<file path="config.mk">
export PLATFORM = sky130hd
export DESIGN_NAME = affinity_least_loaded_assigner
export DESIGN_NICKNAME = d
export VERILOG_FILES = /design/src/rtl/alla_pkg.sv /design/src/rtl/affinity_least_loaded_assigner.sv
export SDC_FILE = /design/constraint.sdc
export NUM_CORES = 1
export LEC_CHECK = 0
export BUFFER_PORTS_ARGS = -buffer_cell sky130_fd_sc_hd__buf_2
export CAP_MARGIN = 30
export CORE_MARGIN = 2
export CORE_UTILIZATION = 40
export DETAILED_ROUTE_END_ITERATION = 8
export PLACE_DENSITY_LB_ADDON = 0.25
export SYNTH_ARGS = -nofsm -noshare
export SYNTH_HDL_FRONTEND = slang
export SYNTH_SLANG_ARGS = --single-unit
</file>
<file path="constraint.sdc">
create_clock -name clock -period 12.9 [get_ports clock]
set_clock_uncertainty 0.05 [all_clocks]
set_input_delay 0.645 -clock clock [delete_from_list [all_inputs] [get_ports clock]]
set_output_delay 0.645 -clock clock [all_outputs]
set_load 0.005 [all_outputs]
</file>
<file path="src/rtl/alla_pkg.sv">
`timescale 1ns / 1ps

package alla_pkg;

   localparam int NUM_WORKERS = 16;
   localparam int NUM_JOBS    = 64;
   localparam int WORKER_BITS = (NUM_WORKERS > 1) ? $clog2(NUM_WORKERS) : 1;
   localparam int JOB_BITS    = 6;
   localparam int LOAD_BITS   = 7;
   localparam logic [LOAD_BITS-1:0] LOAD_MAX = {LOAD_BITS{1'b1}};

   typedef struct packed {
      logic [JOB_BITS-1:0] job_index;
      logic [15:0]         free_worker_mask;
   } alla_req_type;

   typedef struct packed {
      logic [3:0] worker_rank;
      logic       newly_assigned;
      logic       had_prior_assignment;
      logic       no_free_worker;
   } alla_rsp_type;

endpackage

</file>
<file path="src/rtl/affinity_least_loaded_assigner.sv">
`timescale 1ns / 1ps
// A transaction accepted on start goes through S_SCAN and S_DONE, then rsp_valid is set.
// One transaction at a time: a new start is not taken while busy; a serial scan visits
// one worker per cycle, sharing a single load comparator.
// busy is low while the result is shown, so the next start may be taken in that cycle.
// Synchronous reset clears the job rows (through per-row valid bits) and all worker loads.
// The result is held for one cycle only; the receiver cannot stall it.
module affinity_least_loaded_assigner (
   input  logic                  clock,
   input  logic                  reset,
   input  logic                  start,
   output logic                  busy,
   input  alla_pkg::alla_req_type req_data,
   output logic                  rsp_valid,
   output alla_pkg::alla_rsp_type rsp_data
);
   import alla_pkg::*;

   localparam logic [1:0] S_IDLE = 2'd0;
   localparam logic [1:0] S_SCAN = 2'd1;
   localparam logic [1:0] S_DONE = 2'd2;
   localparam logic [WORKER_BITS-1:0] LAST_IDX = WORKER_BITS'(NUM_WORKERS - 1);

   logic [1:0]             state_ff, state_in;
   logic [WORKER_BITS-1:0] idx_ff, idx_in;
   logic [JOB_BITS-1:0]    job_ff;
   logic [NUM_WORKERS-1:0] mask_ff;
   logic [NUM_WORKERS-1:0] mem [NUM_JOBS];
   logic [NUM_WORKERS-1:0] mem_q_ff;
   logic                   row_valid_q_ff;
   logic [NUM_JOBS-1:0]    row_valid_ff;
   logic [LOAD_BITS-1:0]   load_ff [NUM_WORKERS];
   logic                   found_ff, found_in;
   logic [LOAD_BITS-1:0]   best_ff, best_in;
   logic [WORKER_BITS-1:0] best_rank_ff, best_rank_in;
   logic                   hit_found_ff, hit_found_in;
   logic [WORKER_BITS-1:0] hit_rank_ff, hit_rank_in;
   logic                   rsp_valid_ff;
   alla_rsp_type           rsp_ff;

   logic [NUM_WORKERS-1:0] row;
   logic                   accept;
   logic                   none;
   logic                   assign_new;
   logic [WORKER_BITS-1:0] chosen;

   assign accept     = start && (state_ff == S_IDLE);
   assign row        = row_valid_q_ff ? mem_q_ff : '0;
   assign none       = (mask_ff == '0);
   assign assign_new = (state_ff == S_DONE) && !none && !hit_found_ff;
   assign chosen     = hit_found_ff ? hit_rank_ff : best_rank_ff;

   // Sequencer and the shared compare step of the scan.
   always_comb begin
      state_in     = state_ff;
      idx_in       = idx_ff;
      found_in     = found_ff;
      best_in      = best_ff;
      best_rank_in = best_rank_ff;
      hit_found_in = hit_found_ff;
      hit_rank_in  = hit_rank_ff;
      unique case (state_ff)
         S_IDLE: begin
            if (start) begin
               state_in     = S_SCAN;
               idx_in       = '0;
               found_in     = 1'b0;
               hit_found_in = 1'b0;
            end
         end
         S_SCAN: begin
            if (mask_ff[idx_ff] && row[idx_ff] && !hit_found_ff) begin
               hit_found_in = 1'b1;
               hit_rank_in  = idx_ff;
            end
            // Strict less-than keeps the lowest rank on equal loads.
            if (mask_ff[idx_ff] && (!found_ff || load_ff[idx_ff] < best_ff)) begin
               found_in     = 1'b1;
               best_in      = load_ff[idx_ff];
               best_rank_in = idx_ff;
            end
            if (idx_ff == LAST_IDX) begin
               state_in = S_DONE;
            end else begin
               idx_in = idx_ff + 1'b1;
            end
         end
         S_DONE: begin
            state_in = S_IDLE;
         end
         default: begin
            state_in = S_IDLE;
         end
      endcase
   end

   always_ff @(posedge clock) begin
      if (reset) begin
         state_ff     <= S_IDLE;
         rsp_valid_ff <= 1'b0;
         row_valid_ff <= '0;
         for (int i = 0; i < NUM_WORKERS; i++) begin
            load_ff[i] <= '0;
         end
      end else begin
         state_ff     <= state_in;
         rsp_valid_ff <= (state_ff == S_DONE);
         if (assign_new) begin
            row_valid_ff[job_ff] <= 1'b1;
            if (load_ff[best_rank_ff] != LOAD_MAX) begin
               load_ff[best_rank_ff] <= load_ff[best_rank_ff] + 1'b1;
            end
         end
      end
   end

   always_ff @(posedge clock) begin
      idx_ff       <= idx_in;
      found_ff     <= found_in;
      best_ff      <= best_in;
      best_rank_ff <= best_rank_in;
      hit_found_ff <= hit_found_in;
      hit_rank_ff  <= hit_rank_in;
      if (accept) begin
         job_ff         <= req_data.job_index;
         mask_ff        <= req_data.free_worker_mask[NUM_WORKERS-1:0];
         row_valid_q_ff <= row_valid_ff[req_data.job_index];
      end
      if (state_ff == S_DONE) begin
         rsp_ff.worker_rank          <= none ? 4'd0 : 4'(chosen);
         rsp_ff.newly_assigned       <= assign_new;
         rsp_ff.had_prior_assignment <= (row != '0);
         rsp_ff.no_free_worker       <= none;
      end
   end

   // Job row store: one read on acceptance, one write when a new assignment is made.
   always_ff @(posedge clock) begin
      if (assign_new) begin
         mem[job_ff] <= row | (NUM_WORKERS'(1) << best_rank_ff);
      end
      if (accept) begin
         mem_q_ff <= mem[req_data.job_index];
      end
   end

   assign busy      = (state_ff != S_IDLE);
   assign rsp_valid = rsp_valid_ff;
   assign rsp_data  = rsp_ff;

   a_rsp_when_idle: assert property (@(posedge clock) disable iff (reset)
      rsp_valid |-> !busy)
      else $error("result shown while a transaction is still in progress");

   a_accept_busy: assert property (@(posedge clock) disable iff (reset)
      (start && !busy) |=> busy)
      else $error("accepted transaction did not start the scan");

   a_empty_no_change: assert property (@(posedge clock) disable iff (reset)
      (rsp_valid && rsp_data.no_free_worker) |-> !rsp_data.newly_assigned)
      else $error("assignment recorded with no free worker");

   a_scan_start: assert property (@(posedge clock) disable iff (reset)
      (state_ff == S_SCAN && $past(state_ff) == S_IDLE) |-> (idx_ff == '0))
      else $error("scan did not begin at rank zero");

   a_new_is_fresh: assert property (@(posedge clock) disable iff (reset)
      (rsp_valid && rsp_data.newly_assigned) |-> !$past(hit_found_ff, 2))
      else $error("new assignment recorded although the job already held a free worker");

endmodule
</file>
== After elaboration in Yosys (flattened, before gate mapping) ==
Memories as Yosys holds them, arrays and structs flattened. A register that Yosys moved wholly into a read port is not among the register bits.
Index checks and enable logic that the tools add are counted.

* $mul: 0
* Shift operators: 1
* Multiplexer cells: 34
* Reduce and logical (&&, ||, !) cells: 23
* $add $sub $neg: 2
* Equality and inequality tests: 9
* Div/mod/pow operators: 0
* Bitwise operators: 2
* Order comparisons: 5

{| class="wikitable"
|+ Operators with widths
! kind !! count
|-
| $or A64 B64 Y64 || 1
|-
| $mux W4 || 6
|-
| $logic_not A16 Y1 || 1
|-
| $mux W1 || 16
|-
| $mux W16 || 1
|-
| $or A16 B16 Y16 || 1
|-
| $reduce_bool A16 Y1 || 1
|-
| $shl A1 B4 Y16 const A || 1
|-
| $lt A6 B7 Y1 const B || 2
|-
| $ne A2 B2 Y1 const B || 5
|-
| $reduce_and A3 Y1 || 3
|-
| $bmux W1 S4 || 2
|-
| $pmux W4 S2 || 1
|-
| $add A7 B1 Y7 const B || 1
|-
| $logic_and A1 B1 Y1 || 7
|-
| $lt A7 B7 Y1 || 1
|-
| $mux W7 || 1
|-
| $ne A7 B7 Y1 const B || 1
|-
| $reduce_or A7 Y1 || 1
|-
| $bmux W1 S6 || 1
|-
| $demux W1 S6 || 1
|-
| $ge A6 B1 Y1 const B || 1
|-
| $reduce_and A2 Y1 || 3
|-
| $lt A4 B5 Y1 const B || 1
|-
| 11 further kinds || 16
|}

* Memory bits (read-only): 0
* Memories kept: 2
* Bits in writable memories: 1,136
* Input port bits: 25
* Word-level logic and storage cells: 94
* Output and inout bits: 9
* Flip-flop bits (word level): 118
* Bits in latches: 0

{| class="wikitable"
|+ Memories
! name !! words !! width !! rd ports !! clocked after memory_dff !! wr ports !! RTL line !! text
|-
| mem || 64 || 16 || 1 || 1 || 1 || affinity_least_loaded_assigner.sv:28 || <nowiki>logic [NUM_WORKERS-1:0] mem [NUM_JOBS];</nowiki>
|-
| load_ff || 16 || 7 || 2 || 2 || 16 || affinity_least_loaded_assigner.sv:32 || <nowiki>logic [LOAD_BITS-1:0] load_ff [NUM_WORKERS];</nowiki>
|}

== Longest topological paths before layout ==
Gate-level depths: netlist (run 1).

* Word-level depth: 9
* Mapped depth: 11
* Gate-level depth less buffers: 9

== Worst setup path after synthesis (run 1) ==
No wires, ideal clock.

* Path type: register -> register
* Start: register best_rank_ff[2]
* End: memory mem[0][1], data pin
* Period minus slack after synthesis: 4,538 ps
* Stages on the path, launching flop included: 6
* Library setup time: 702 ps
* Data arrival time: 3,786 ps
* Setup slack: 8,362 ps
* Path buffers: 3
* Path through: edfxtp_1 -> clkbuf_1 -> or2_2 -> clkbuf_1 -> buf_1 -> o21ai_0

* Cells in the longest elaborated chain, start to end: 2

{| class="wikitable"
|+ Ends and longest elaborated chain
! what !! RTL line !! text
|-
| from (decl) || affinity_least_loaded_assigner.sv:35 || <nowiki>logic [WORKER_BITS-1:0] best_rank_ff, best_rank_in;</nowiki>
|-
| from (signal assigned) || affinity_least_loaded_assigner.sv:121 || <nowiki>best_rank_ff <= best_rank_in;</nowiki>
|-
| $shl A1 B4 Y16 || affinity_least_loaded_assigner.sv:140 || <nowiki>mem[job_ff] <= row | (NUM_WORKERS'(1) << best_rank_ff);</nowiki>
|-
| $or A16 B16 Y16 || affinity_least_loaded_assigner.sv:140 ||
|-
| to (decl) || affinity_least_loaded_assigner.sv:28 ||
|}

Every way passes these cells.

==> flow_results.xml, run 1 <==
<?xml version="1.0" encoding="UTF-8"?>
<metrics>
  <group name="power">
    <metric name="sw_frac_of_total" unit="%">22.6</metric>
    <metric name="power.sequential.fraction" unit="%">51.5</metric>
    <metric name="powerDensity" unit="nW/um^2">156</metric>
    <metric name="total_power" unit="mW">9.06</metric>
    <metric name="power.combinational.fraction" unit="%">7.3</metric>
    <metric name="vdd_drop_max" unit="V">0.0000927</metric>
    <metric name="switchingPower" unit="mW">2.05</metric>
    <metric name="intPower" unit="mW">7.01</metric>
    <metric name="leakage" unit="nW">18.2</metric>
    <metric name="pwr-share-clk" unit="%">41.2</metric>
  </group>
  <group name="synth">
    <metric name="yosys.cell_types.count" unit="">53</metric>
    <metric name="yosys_warnings" unit="">0</metric>
    <metric name="ys_dominant_reg_cell" unit="">sky130_fd_sc_hd__edfxtp_1</metric>
    <metric name="ys_seq_elements" unit="">1278</metric>
    <metric name="async_reset_ff_share" unit="%">0</metric>
    <metric name="post_synth.cell_area_avg" unit="um^2">21.4</metric>
    <metric name="synth_area" unit="um^2">50800</metric>
    <metric name="yosysSeqAreaShare" unit="%">74.1</metric>
    <metric name="synthesis.nets" unit="">2405</metric>
    <metric name="synth_edf_count" unit="">1203</metric>
    <metric name="netlist_instances" unit="">2372</metric>
  </group>
  <group name="finish">
    <metric name="layout.cells.most_common" unit="">sky130_fd_sc_hd__edfxtp_1</metric>
    <metric name="drive_gt1_share" unit="%">31.8</metric>
    <metric name="num-nets-final" unit="">2517</metric>
    <metric name="synthToLayoutAreaGrowth" unit="%">14.3</metric>
    <metric name="fin_util" unit="%">46.2</metric>
    <metric name="final_cell_mix" unit="">sky130_fd_sc_hd__edfxtp_1, sky130_fd_sc_hd__mux4_2, sky130_fd_sc_hd__clkbuf_16</metric>
  </group>
  <group name="setup_path">
    <metric name="regToRegSetupSlack" unit="ps">8440</metric>
    <metric name="start_kind" unit="">flip-flop</metric>
    <metric name="worst_ep_required_time" unit="ps">13210</metric>
    <metric name="endpoint_kind" unit="">flip-flop</metric>
    <metric name="ff2ff_path_depth" unit="">8</metric>
    <metric name="crit_fanout" unit="">28</metric>
    <metric name="worst_ep_arrival_time" unit="ps">4770</metric>
    <metric name="worst_setup_path_category" unit="">reg2reg</metric>
    <metric name="endpoint_of_the_worst_slack_reg_to_reg_timing_path" unit="">load_ff[8][5]</metric>
  </group>
  <group name="floorplanning">
    <metric name="fp.dieW" unit="um">360</metric>
    <metric name="die-area" unit="um^2">130000</metric>
    <metric name="io_pins" unit="">34</metric>
    <metric name="core_box_area" unit="um^2">126000</metric>
    <metric name="initial_core_utilization" unit="%">40.4</metric>
    <metric name="die_h" unit="um">360</metric>
    <metric name="row_count" unit="">130</metric>
  </group>
  <group name="sta">
    <metric name="timing.final.setup_violations" unit="">0</metric>
    <metric name="slew_viol_final" unit="">0</metric>
    <metric name="slew_headroom" unit="%">27.1</metric>
    <metric name="tightestPinTransition" unit="ps">1090</metric>
    <metric name="period_minus_slack" unit="ps">4460</metric>
    <metric name="setup_repair_after_global_routing_missed_its_margin" unit="">no</metric>
    <metric name="tns" unit="ps">0</metric>
    <metric name="maxClockFrequency" unit="MHz">224</metric>
    <metric name="min_period_over_period" unit="%">34.6</metric>
    <metric name="finalHoldViolCount" unit="">0</metric>
  </group>
  <group name="global_routing">
    <metric name="grt_first_pass_wirelength" unit="um">185000</metric>
    <metric name="grt_max_degree" unit="">112</metric>
    <metric name="grt_antenna_before_repair" unit="">3</metric>
    <metric name="vias_in_the_first_global_route" unit="">25600</metric>
    <metric name="overflow" unit="">0</metric>
    <metric name="gr-max-usage-layer" unit="">met2</metric>
    <metric name="grt.met2_usage" unit="%">31.4</metric>
    <metric name="groute.layer.met1.usage" unit="%">28.3</metric>
    <metric name="use_met3" unit="%">3.80</metric>
    <metric name="globalRouteTotalUtil" unit="%">19.8</metric>
  </group>
  <group name="outcome">
    <metric name="result_of_the_run" unit="">complete, no violations</metric>
  </group>
  <group name="detailed_routing">
    <metric name="detail_route.vias_per_cell" unit="">5.87</metric>
    <metric name="post_drt_wl_per_cell" unit="um">30.2</metric>
    <metric name="post_route_wl" unit="um">128000</metric>
    <metric name="postRouteAntennaNets" unit="">0</metric>
    <metric name="drtPass1Iterations" unit="">6</metric>
    <metric name="detailroute.via_count" unit="">24900</metric>
    <metric name="detail_route.iter0.violations" unit="">3448</metric>
    <metric name="drcViolationCount" unit="">0</metric>
  </group>
  <group name="hold_path">
    <metric name="hold_path_end" unit="">mask_ff[14]</metric>
    <metric name="min_delay_path_depth" unit="">1</metric>
    <metric name="timing.hold.worst.class" unit="">in2reg</metric>
    <metric name="holdCritStartpoint" unit="">req_data[14]</metric>
  </group>
  <group name="cts">
    <metric name="cts.sinks" unit="">1278</metric>
    <metric name="clock_tree_from_tritoncts" unit="">yes</metric>
    <metric name="post_cts_resize_count" unit="">0</metric>
    <metric name="clkSlewWorstSetupHoldPaths" unit="ps">60</metric>
    <metric name="clk_latency" unit="ps">750</metric>
    <metric name="clockBufferDepth" unit="">3</metric>
    <metric name="cts_inserted_buffers" unit="">135</metric>
    <metric name="cts.root.buffer_cell" unit="">sky130_fd_sc_hd__clkbuf_16</metric>
    <metric name="cts_htree_levels" unit="">4</metric>
  </group>
  <group name="placed_design">
    <metric name="detailedPlacementHpwl" unit="um">73400</metric>
    <metric name="numPortBuffers" unit="">33</metric>
    <metric name="routabilityCongestion" unit="">0.829</metric>
  </group>
  <group name="run">
    <metric name="drv.max_cap_violation_count" unit="">0</metric>
  </group>
</metrics>
==> power by group through the flow <==
stage	clock (mW)	combinational [mW]	sequential, mW
2_1_floorplan	0	0.445	4.72
3_3_place_gp	0	0.631	4.76
3_5_place_dp	0	0.656	4.76
4_1_cts	3.80	0.659	4.67
5_1_grt	3.96	0.704	4.67
6_report	3.73	0.660	4.67
==> registers in the layout, indices dropped and copies added, names as in the netlist, named ones only <==
signal / flops
mask_ff: 16
row_valid_q_ff: 1
rsp_data: 7
found_ff: 1
idx_ff: 4
hit_rank_ff: 4
hit_found_ff: 1
mem: 1024
row_valid_ff: 64
best_ff: 7
mem_q_ff: 16
state_ff: 2
job_ff: 6
best_rank_ff: 4
rsp_valid: 1
load_ff: 112
==> stage by stage <==
step                cell area (um^2)  instances  setup WS (ps)  hold slack (ps)
global route                   58000       4237           8300             17.9
floorplan                      50800       2372           8360              381
CTS                            57900       4229           8400           0.0900
finish                         58000       4242           8440             45.3
detailed placement             53600       3982           7870              398
global placement               53300       3969           7930              390
==> kinds of logic (layout without fill, tap and decap cells) <==
logic type               after synthesis  after routing  share of synthesized area, %
other                                  0              5                             0
AND/OR/NAND/NOR                      329            329                          3.09
buffers and inverters                176            391                          1.42
AO/OA/AOI/OAI                        119            119                          1.53
flip-flops                          1278           1278                          74.1
XOR/XNOR                               7              7                         0.150
adder cells (fa/ha/maj)                8              8                         0.197
multiplexers                         455            455                          19.5
==> synth_stat cells, types with 2 or more instances <==
master                      number  area, um^2
sky130_fd_sc_hd__a21o_1          2        15.0
sky130_fd_sc_hd__a21oi_1        36         180
sky130_fd_sc_hd__a22o_1          6        52.6
sky130_fd_sc_hd__a32o_1          2        20.0
sky130_fd_sc_hd__and2_1          3        18.8
sky130_fd_sc_hd__and3_1          2        12.5
sky130_fd_sc_hd__and3b_1         2        17.5
sky130_fd_sc_hd__buf_1          31         116
sky130_fd_sc_hd__buf_2          29         145
sky130_fd_sc_hd__buf_4           4        30.0
sky130_fd_sc_hd__clkbuf_1       92         345
sky130_fd_sc_hd__dfxtp_1        75        1500
sky130_fd_sc_hd__edfxtp_1     1203       36100
sky130_fd_sc_hd__ha_1            8         100
sky130_fd_sc_hd__inv_1          17        63.8
sky130_fd_sc_hd__mux2_2          9         101
sky130_fd_sc_hd__mux2i_1        19         190
sky130_fd_sc_hd__mux4_2        427        9620
sky130_fd_sc_hd__nand2_1        32         120
sky130_fd_sc_hd__nand2b_1        6        37.5
sky130_fd_sc_hd__nand3_1        11        55.1
sky130_fd_sc_hd__nand3b_1        2        15.0
sky130_fd_sc_hd__nand4_1         2        12.5
sky130_fd_sc_hd__nor2_1        116         435
sky130_fd_sc_hd__nor2b_1         5        31.3
sky130_fd_sc_hd__nor3_1        110         551
sky130_fd_sc_hd__nor3b_1         6        45.0
sky130_fd_sc_hd__nor4_1         16         100
sky130_fd_sc_hd__o2111ai_1       3        26.3
sky130_fd_sc_hd__o211ai_1        2        15.0
sky130_fd_sc_hd__o21a_1         33         248
sky130_fd_sc_hd__o21ai_0        26         130
sky130_fd_sc_hd__o221ai_1        2        17.5
sky130_fd_sc_hd__or2_2           4        25.0
sky130_fd_sc_hd__or3_1           2        12.5
sky130_fd_sc_hd__or3b_2          2        17.5
sky130_fd_sc_hd__or4_1           5        37.5
sky130_fd_sc_hd__xnor2_1         4        35.0
sky130_fd_sc_hd__xor2_2          2        32.5
==> how the worst max path moves through the flow <==
stage	startpoint	end	slack, ps	depth (start not counted)
finish	flip-flop	load_ff[8][5]	8440	8
global route	flip-flop	load_ff[10][4]	8300	8
CTS	flip-flop	load_ff[7][1]	8400	8
global placement	req_data[16]	mem_q_ff[15]	7930	6
floorplan	best_rank_ff[2]	mem[0][1]	8360	5
detailed placement	req_data[16]	mem_q_ff[15]	7870	6
==> worst max-delay path, stage by stage, from the launching register on <==
cell and delay [ps]:
sky130_fd_sc_hd__dfxtp_2 310, sky130_fd_sc_hd__buf_4 480, sky130_fd_sc_hd__mux4_2 610, sky130_fd_sc_hd__mux4_2 710
sky130_fd_sc_hd__ha_1 340, sky130_fd_sc_hd__o221ai_2 190, sky130_fd_sc_hd__o211ai_1 180, sky130_fd_sc_hd__buf_4 300
sky130_fd_sc_hd__o21ai_0 860
==> per-layer routing <==
metal	part of all wire [%]	wire length, um
met5	0	0
met4	2.0	2600
met3	7.3	9380
met2	48	61700
met1	42	54300
==> area by class of cell <==
| class | instances | area (um^2) |
|---|---|---|
| diodes | 5 | 12.5 |
| multi-input cells | 918 | 12800 |
| repair buffers | 132 | 1190 |
| fillers | 10300 | 67700 |
| clock inverters | 64 | 582 |
| clock buffers | 176 | 3660 |
| inverters | 19 | 71.3 |
| well taps | 1650 | 2060 |
| flip-flops and latches | 1278 | 37600 |
==> what timing repair did <==
action,CTS,global route
buffers inserted,0,0
hold endpoints to repair,7,0
hold buffers,7,0
No activity file was read; power rests on OpenSTA's default activity.
==> inputs of run 2 (changes only) <==
--- a/config.mk
+++ b/config.mk
@@ -5,6 +5,7 @@
 export SDC_FILE = /design/constraint.sdc
 export NUM_CORES = 1
 export LEC_CHECK = 0
+export ABC_AREA = 1
 export BUFFER_PORTS_ARGS = -buffer_cell sky130_fd_sc_hd__buf_2
 export CAP_MARGIN = 30
 export CORE_MARGIN = 2
==> constraint.sdc (replaced) <==
create_clock -name clock -period 4.05 [get_ports clock]
set_clock_uncertainty 0.05 [all_clocks]
set_input_delay 0.2025 -clock clock [delete_from_list [all_inputs] [get_ports clock]]
set_output_delay 0.2025 -clock clock [all_outputs]
set_load 0.005 [all_outputs]
==> run 2 against run 1 <==
Compared with the run above:
- via count up 42%
- first-iteration DRC count up 18%
- count of clock-buffer cells in the layout increased by 10
- worst setup slack got worse by 8000 ps
- sequential cell count stayed put
- fmax rose by 25%
- sequential power grew to 3.2 times the previous value
- power grew to 3.3 times the previous value
- non-clock buffer count up 58
- critical path type unchanged
- critical endpoint is now best_rank_ff[2]
==> flow_results.xml, run 2 <==
<?xml version="1.0" encoding="UTF-8"?>
<metrics>
  <group name="outcome">
    <metric name="result_of_the_run" unit="">complete, no violations</metric>
  </group>
  <group name="floorplanning">
    <metric name="initial_core_utilization" unit="%">40.4</metric>
    <metric name="core_box_area" unit="um^2">130000</metric>
    <metric name="die-area" unit="um^2">134000</metric>
    <metric name="io_pins" unit="">34</metric>
    <metric name="fp.dieW" unit="um">366</metric>
    <metric name="die_h" unit="um">366</metric>
    <metric name="row_count" unit="">132</metric>
  </group>
  <group name="finish">
    <metric name="final_cell_mix" unit="">sky130_fd_sc_hd__edfxtp_1, sky130_fd_sc_hd__nor2_1, sky130_fd_sc_hd__o21ai_0</metric>
    <metric name="num-nets-final" unit="">4440</metric>
    <metric name="largestRegisters" unit="">mem: 1024 flops, load_ff: 112 flops, row_valid_ff: 64 flops</metric>
    <metric name="drive_gt1_share" unit="%">8.98</metric>
    <metric name="synthToLayoutAreaGrowth" unit="%">13.6</metric>
    <metric name="number_of_flip_flops_in_the_largest_register" unit="">1024</metric>
    <metric name="nFillCells" unit="">11800</metric>
    <metric name="top_register" unit="">mem</metric>
    <metric name="ff_latch_area" unit="um^2">37600</metric>
    <metric name="postLayoutCellArea" unit="um^2">59500</metric>
    <metric name="finish.cell_count_without_fillers" unit="">6264</metric>
    <metric name="layout.cells.most_common" unit="">sky130_fd_sc_hd__edfxtp_1</metric>
    <metric name="multi_input_comb_area" unit="um^2">12900</metric>
    <metric name="fin_util" unit="%">45.9</metric>
  </group>
  <group name="synth">
    <metric name="synth_compound_area_share" unit="%">14.6</metric>
    <metric name="yosys.cell_count.top_type" unit="">sky130_fd_sc_hd__edfxtp_1</metric>
    <metric name="synthesis.nets" unit="">4409</metric>
    <metric name="synth_top_cells_by_area" unit="">sky130_fd_sc_hd__edfxtp_1, sky130_fd_sc_hd__o21ai_0, sky130_fd_sc_hd__nor2_1, sky130_fd_sc_hd__o22ai_1, sky130_fd_sc_hd__dfxtp_1</metric>
    <metric name="yosys.cell_types.count" unit="">42</metric>
    <metric name="combinational_family_with_the_most_area_after_synthesis" unit="">compound AO/OA/AOI/OAI gates</metric>
    <metric name="async_reset_ff_share" unit="%">0</metric>
    <metric name="ys_dominant_reg_cell" unit="">sky130_fd_sc_hd__edfxtp_1</metric>
    <metric name="netlist_instances" unit="">4376</metric>
    <metric name="post_synth.cell_area_avg" unit="um^2">12.0</metric>
    <metric name="ys_seq_elements" unit="">1278</metric>
    <metric name="cell_type_with_the_highest_aggregate_area_in_the_netlist" unit="">sky130_fd_sc_hd__edfxtp_1</metric>
    <metric name="yosys_warnings" unit="">0</metric>
    <metric name="synth_edf_count" unit="">1203</metric>
    <metric name="synth.mux.area_fraction" unit="%">0</metric>
    <metric name="simple_gate_share_of_the_synthesized_area" unit="%">9.30</metric>
    <metric name="yosysSeqAreaShare" unit="%">71.9</metric>
    <metric name="yosys-top-cells-count" unit="">sky130_fd_sc_hd__edfxtp_1, sky130_fd_sc_hd__nor2_1, sky130_fd_sc_hd__o21ai_0</metric>
    <metric name="synth_area" unit="um^2">52300</metric>
    <metric name="synthXorXnorAreaFrac" unit="%">0.110</metric>
    <metric name="yosysTopAreaCellShare" unit="%">69.0</metric>
    <metric name="post_synth_fa_ha_maj_area_fraction" unit="%">0.191</metric>
  </group>
  <group name="placed_design">
    <metric name="detailedPlacementHpwl" unit="um">89900</metric>
    <metric name="numPortBuffers" unit="">33</metric>
    <metric name="detailed_place.area" unit="um^2">55000</metric>
    <metric name="routabilityCongestion" unit="">0.923</metric>
    <metric name="placed_cells_incl_taps" unit="">5989</metric>
  </group>
  <group name="sta">
    <metric name="setup_repair_after_global_routing_missed_its_margin" unit="">no</metric>
    <metric name="tightestPinTransition" unit="ps">1080</metric>
    <metric name="timing.final.setup_violations" unit="">0</metric>
    <metric name="slew_viol_final" unit="">0</metric>
    <metric name="slew_headroom" unit="%">27.7</metric>
    <metric name="min_period_over_period" unit="%">87.9</metric>
    <metric name="period_minus_slack" unit="ps">3560</metric>
    <metric name="maxClockFrequency" unit="MHz">281</metric>
    <metric name="finalHoldViolCount" unit="">0</metric>
    <metric name="tns" unit="ps">0</metric>
  </group>
  <group name="power">
    <metric name="power.combinational.fraction" unit="%">10.4</metric>
    <metric name="sw_frac_of_total" unit="%">25.6</metric>
    <metric name="switchingPower" unit="mW">7.67</metric>
    <metric name="pwr-share-clk" unit="%">40.0</metric>
    <metric name="intPower" unit="mW">22.3</metric>
    <metric name="power.sequential.fraction" unit="%">49.6</metric>
    <metric name="leakage" unit="nW">20.1</metric>
    <metric name="vdd_drop_max" unit="V">0.000427</metric>
    <metric name="powerDensity" unit="nW/um^2">505</metric>
  </group>
  <group name="setup_path">
    <metric name="worst_setup_path_category" unit="">reg2reg</metric>
    <metric name="worst_ep_required_time" unit="ps">4400</metric>
    <metric name="crit_fanout" unit="">37</metric>
    <metric name="ff2ff_path_depth" unit="">13</metric>
    <metric name="endpoint_of_the_worst_slack_reg_to_reg_timing_path" unit="">best_rank_ff[2]</metric>
    <metric name="start_kind" unit="">flip-flop</metric>
    <metric name="regToRegSetupSlack" unit="ps">490</metric>
    <metric name="endpoint_kind" unit="">flip-flop</metric>
    <metric name="worst_ep_arrival_time" unit="ps">3910</metric>
    <metric name="timing.critical_path.to" unit="">best_rank_ff[2]</metric>
  </group>
  <group name="cts">
    <metric name="post_cts_resize_count" unit="">0</metric>
    <metric name="clkSlewWorstSetupHoldPaths" unit="ps">60</metric>
    <metric name="clockBufferDepth" unit="">3</metric>
    <metric name="clk_latency" unit="ps">770</metric>
    <metric name="cts_inserted_buffers" unit="">138</metric>
    <metric name="cts.sinks" unit="">1278</metric>
    <metric name="setup_repair_bufs_after_cts" unit="">0</metric>
    <metric name="clock_tree_from_tritoncts" unit="">yes</metric>
    <metric name="cts.root.buffer_cell" unit="">sky130_fd_sc_hd__clkbuf_16</metric>
    <metric name="cts_htree_levels" unit="">4</metric>
  </group>
  <group name="global_routing">
    <metric name="grt_first_pass_wirelength" unit="um">220000</metric>
    <metric name="globalRouteTotalUtil" unit="%">21.8</metric>
    <metric name="grt_antenna_before_repair" unit="">1</metric>
    <metric name="vias_in_the_first_global_route" unit="">32600</metric>
    <metric name="overflow" unit="">0</metric>
    <metric name="grt_max_degree" unit="">144</metric>
  </group>
  <group name="detailed_routing">
    <metric name="post_drt_wl_per_cell" unit="um">23.7</metric>
    <metric name="post_route_wl" unit="um">149000</metric>
    <metric name="drtPass1Iterations" unit="">6</metric>
    <metric name="postRouteAntennaNets" unit="">0</metric>
    <metric name="detail_route.iter0.violations" unit="">4084</metric>
    <metric name="drcViolationCount" unit="">0</metric>
    <metric name="detail_route.vias_per_cell" unit="">5.64</metric>
    <metric name="detailroute.via_count" unit="">35300</metric>
  </group>
  <group name="run">
    <metric name="drv.max_cap_violation_count" unit="">0</metric>
  </group>
  <group name="hold_path">
    <metric name="timing.hold.worst.class" unit="">in2reg</metric>
  </group>
</metrics>
run 2: kinds of logic (layout without fill, tap and decap cells):
family          count (synthesis)  after routing
fa+ha+maj                       8              8
xor+xnor                        4              4
compound gates               1364           1364
other cells                     0              3
buf+inv                       510            653
flops                        1278           1278
simple gates                 1212           1212
run 2: how the worst min path moves through the flow:
| stage | start | to | slack (ps) | cells after the start |
|---|---|---|---|---|
| 2_1_floorplan | req_data[16] | job_ff[0] | 250 | 0 |
| 3_3_place_gp | req_data[8] | mask_ff[8] | 350 | 1 |
| 3_5_place_dp | req_data[8] | mask_ff[8] | 340 | 1 |
| 4_1_cts | req_data[18] | job_ff[2] | 50 | 2 |
| 5_1_grt | req_data[5] | mask_ff[5] | 100 | 2 |
| 6_report | req_data[8] | mask_ff[8] | 110 | 2 |
run 2: metrics by stage:
stage / hold WS, ps / worst slack [ps] / total power [mW]
4_1_cts: 49.8 / 443 / 30.1
6_report: 107 / 488 / 30.0
3_5_place_dp: 337 / 497 / 18.2
2_1_floorplan: 251 / -288 / 16.9
5_1_grt: 97.7 / 44.5 / 30.9
3_3_place_gp: 345 / 532 / 18.2
run 2: power by group through the flow:
stage / Clock (mW) / Sequential, mW / Combinational [mW]
finish: 12.0 / 14.9 / 3.13
global route: 12.7 / 14.9 / 3.37
CTS: 12.2 / 14.9 / 3.11
detailed placement: 0 / 15.2 / 3.08
global placement: 0 / 15.2 / 3.07
floorplan: 0 / 15.1 / 1.71
run 2: metal layers:
metal  global-route usage [%]  up-vias  share of wire, %
met1                     32.5    17500                45
met4                     6.60        2               2.6
met5                        0        -            0.0088
li1                         -    16100                 -
met3                     3.92      221               8.2
met2                     32.3     1468                44
run 2: repair_timing:
action / 4_1_cts / 5_1_grt
endpoints found under the hold margin: 39 / 0
endpoints found under the setup margin: 0 / 0
hold buffers: 20 / 0
run 2: layout make-up:
cell class              instances  area share, %
clock buffers                 186           6.21
diodes                          3         0.0126
repair buffers                190           2.89
multi-input cells            2588           21.6
inverters                     211           1.36
clock inverters                66          0.951
flip-flops and latches       1278           63.3
well taps                    1742           3.66
run 2: critical path: stages, from the launching register on:
cell,delay [ps]
sky130_fd_sc_hd__dfxtp_2,330
sky130_fd_sc_hd__buf_4,330
sky130_fd_sc_hd__o21ai_0,140
sky130_fd_sc_hd__a21oi_1,340
sky130_fd_sc_hd__o22ai_1,170
sky130_fd_sc_hd__o21ai_0,340
sky130_fd_sc_hd__ha_1,300
sky130_fd_sc_hd__nand2_1,80
sky130_fd_sc_hd__nor2_1,50
sky130_fd_sc_hd__a211oi_1,180
sky130_fd_sc_hd__nand2_1,130
sky130_fd_sc_hd__nand2_1,150
sky130_fd_sc_hd__nand2_1,150
sky130_fd_sc_hd__inv_1,440
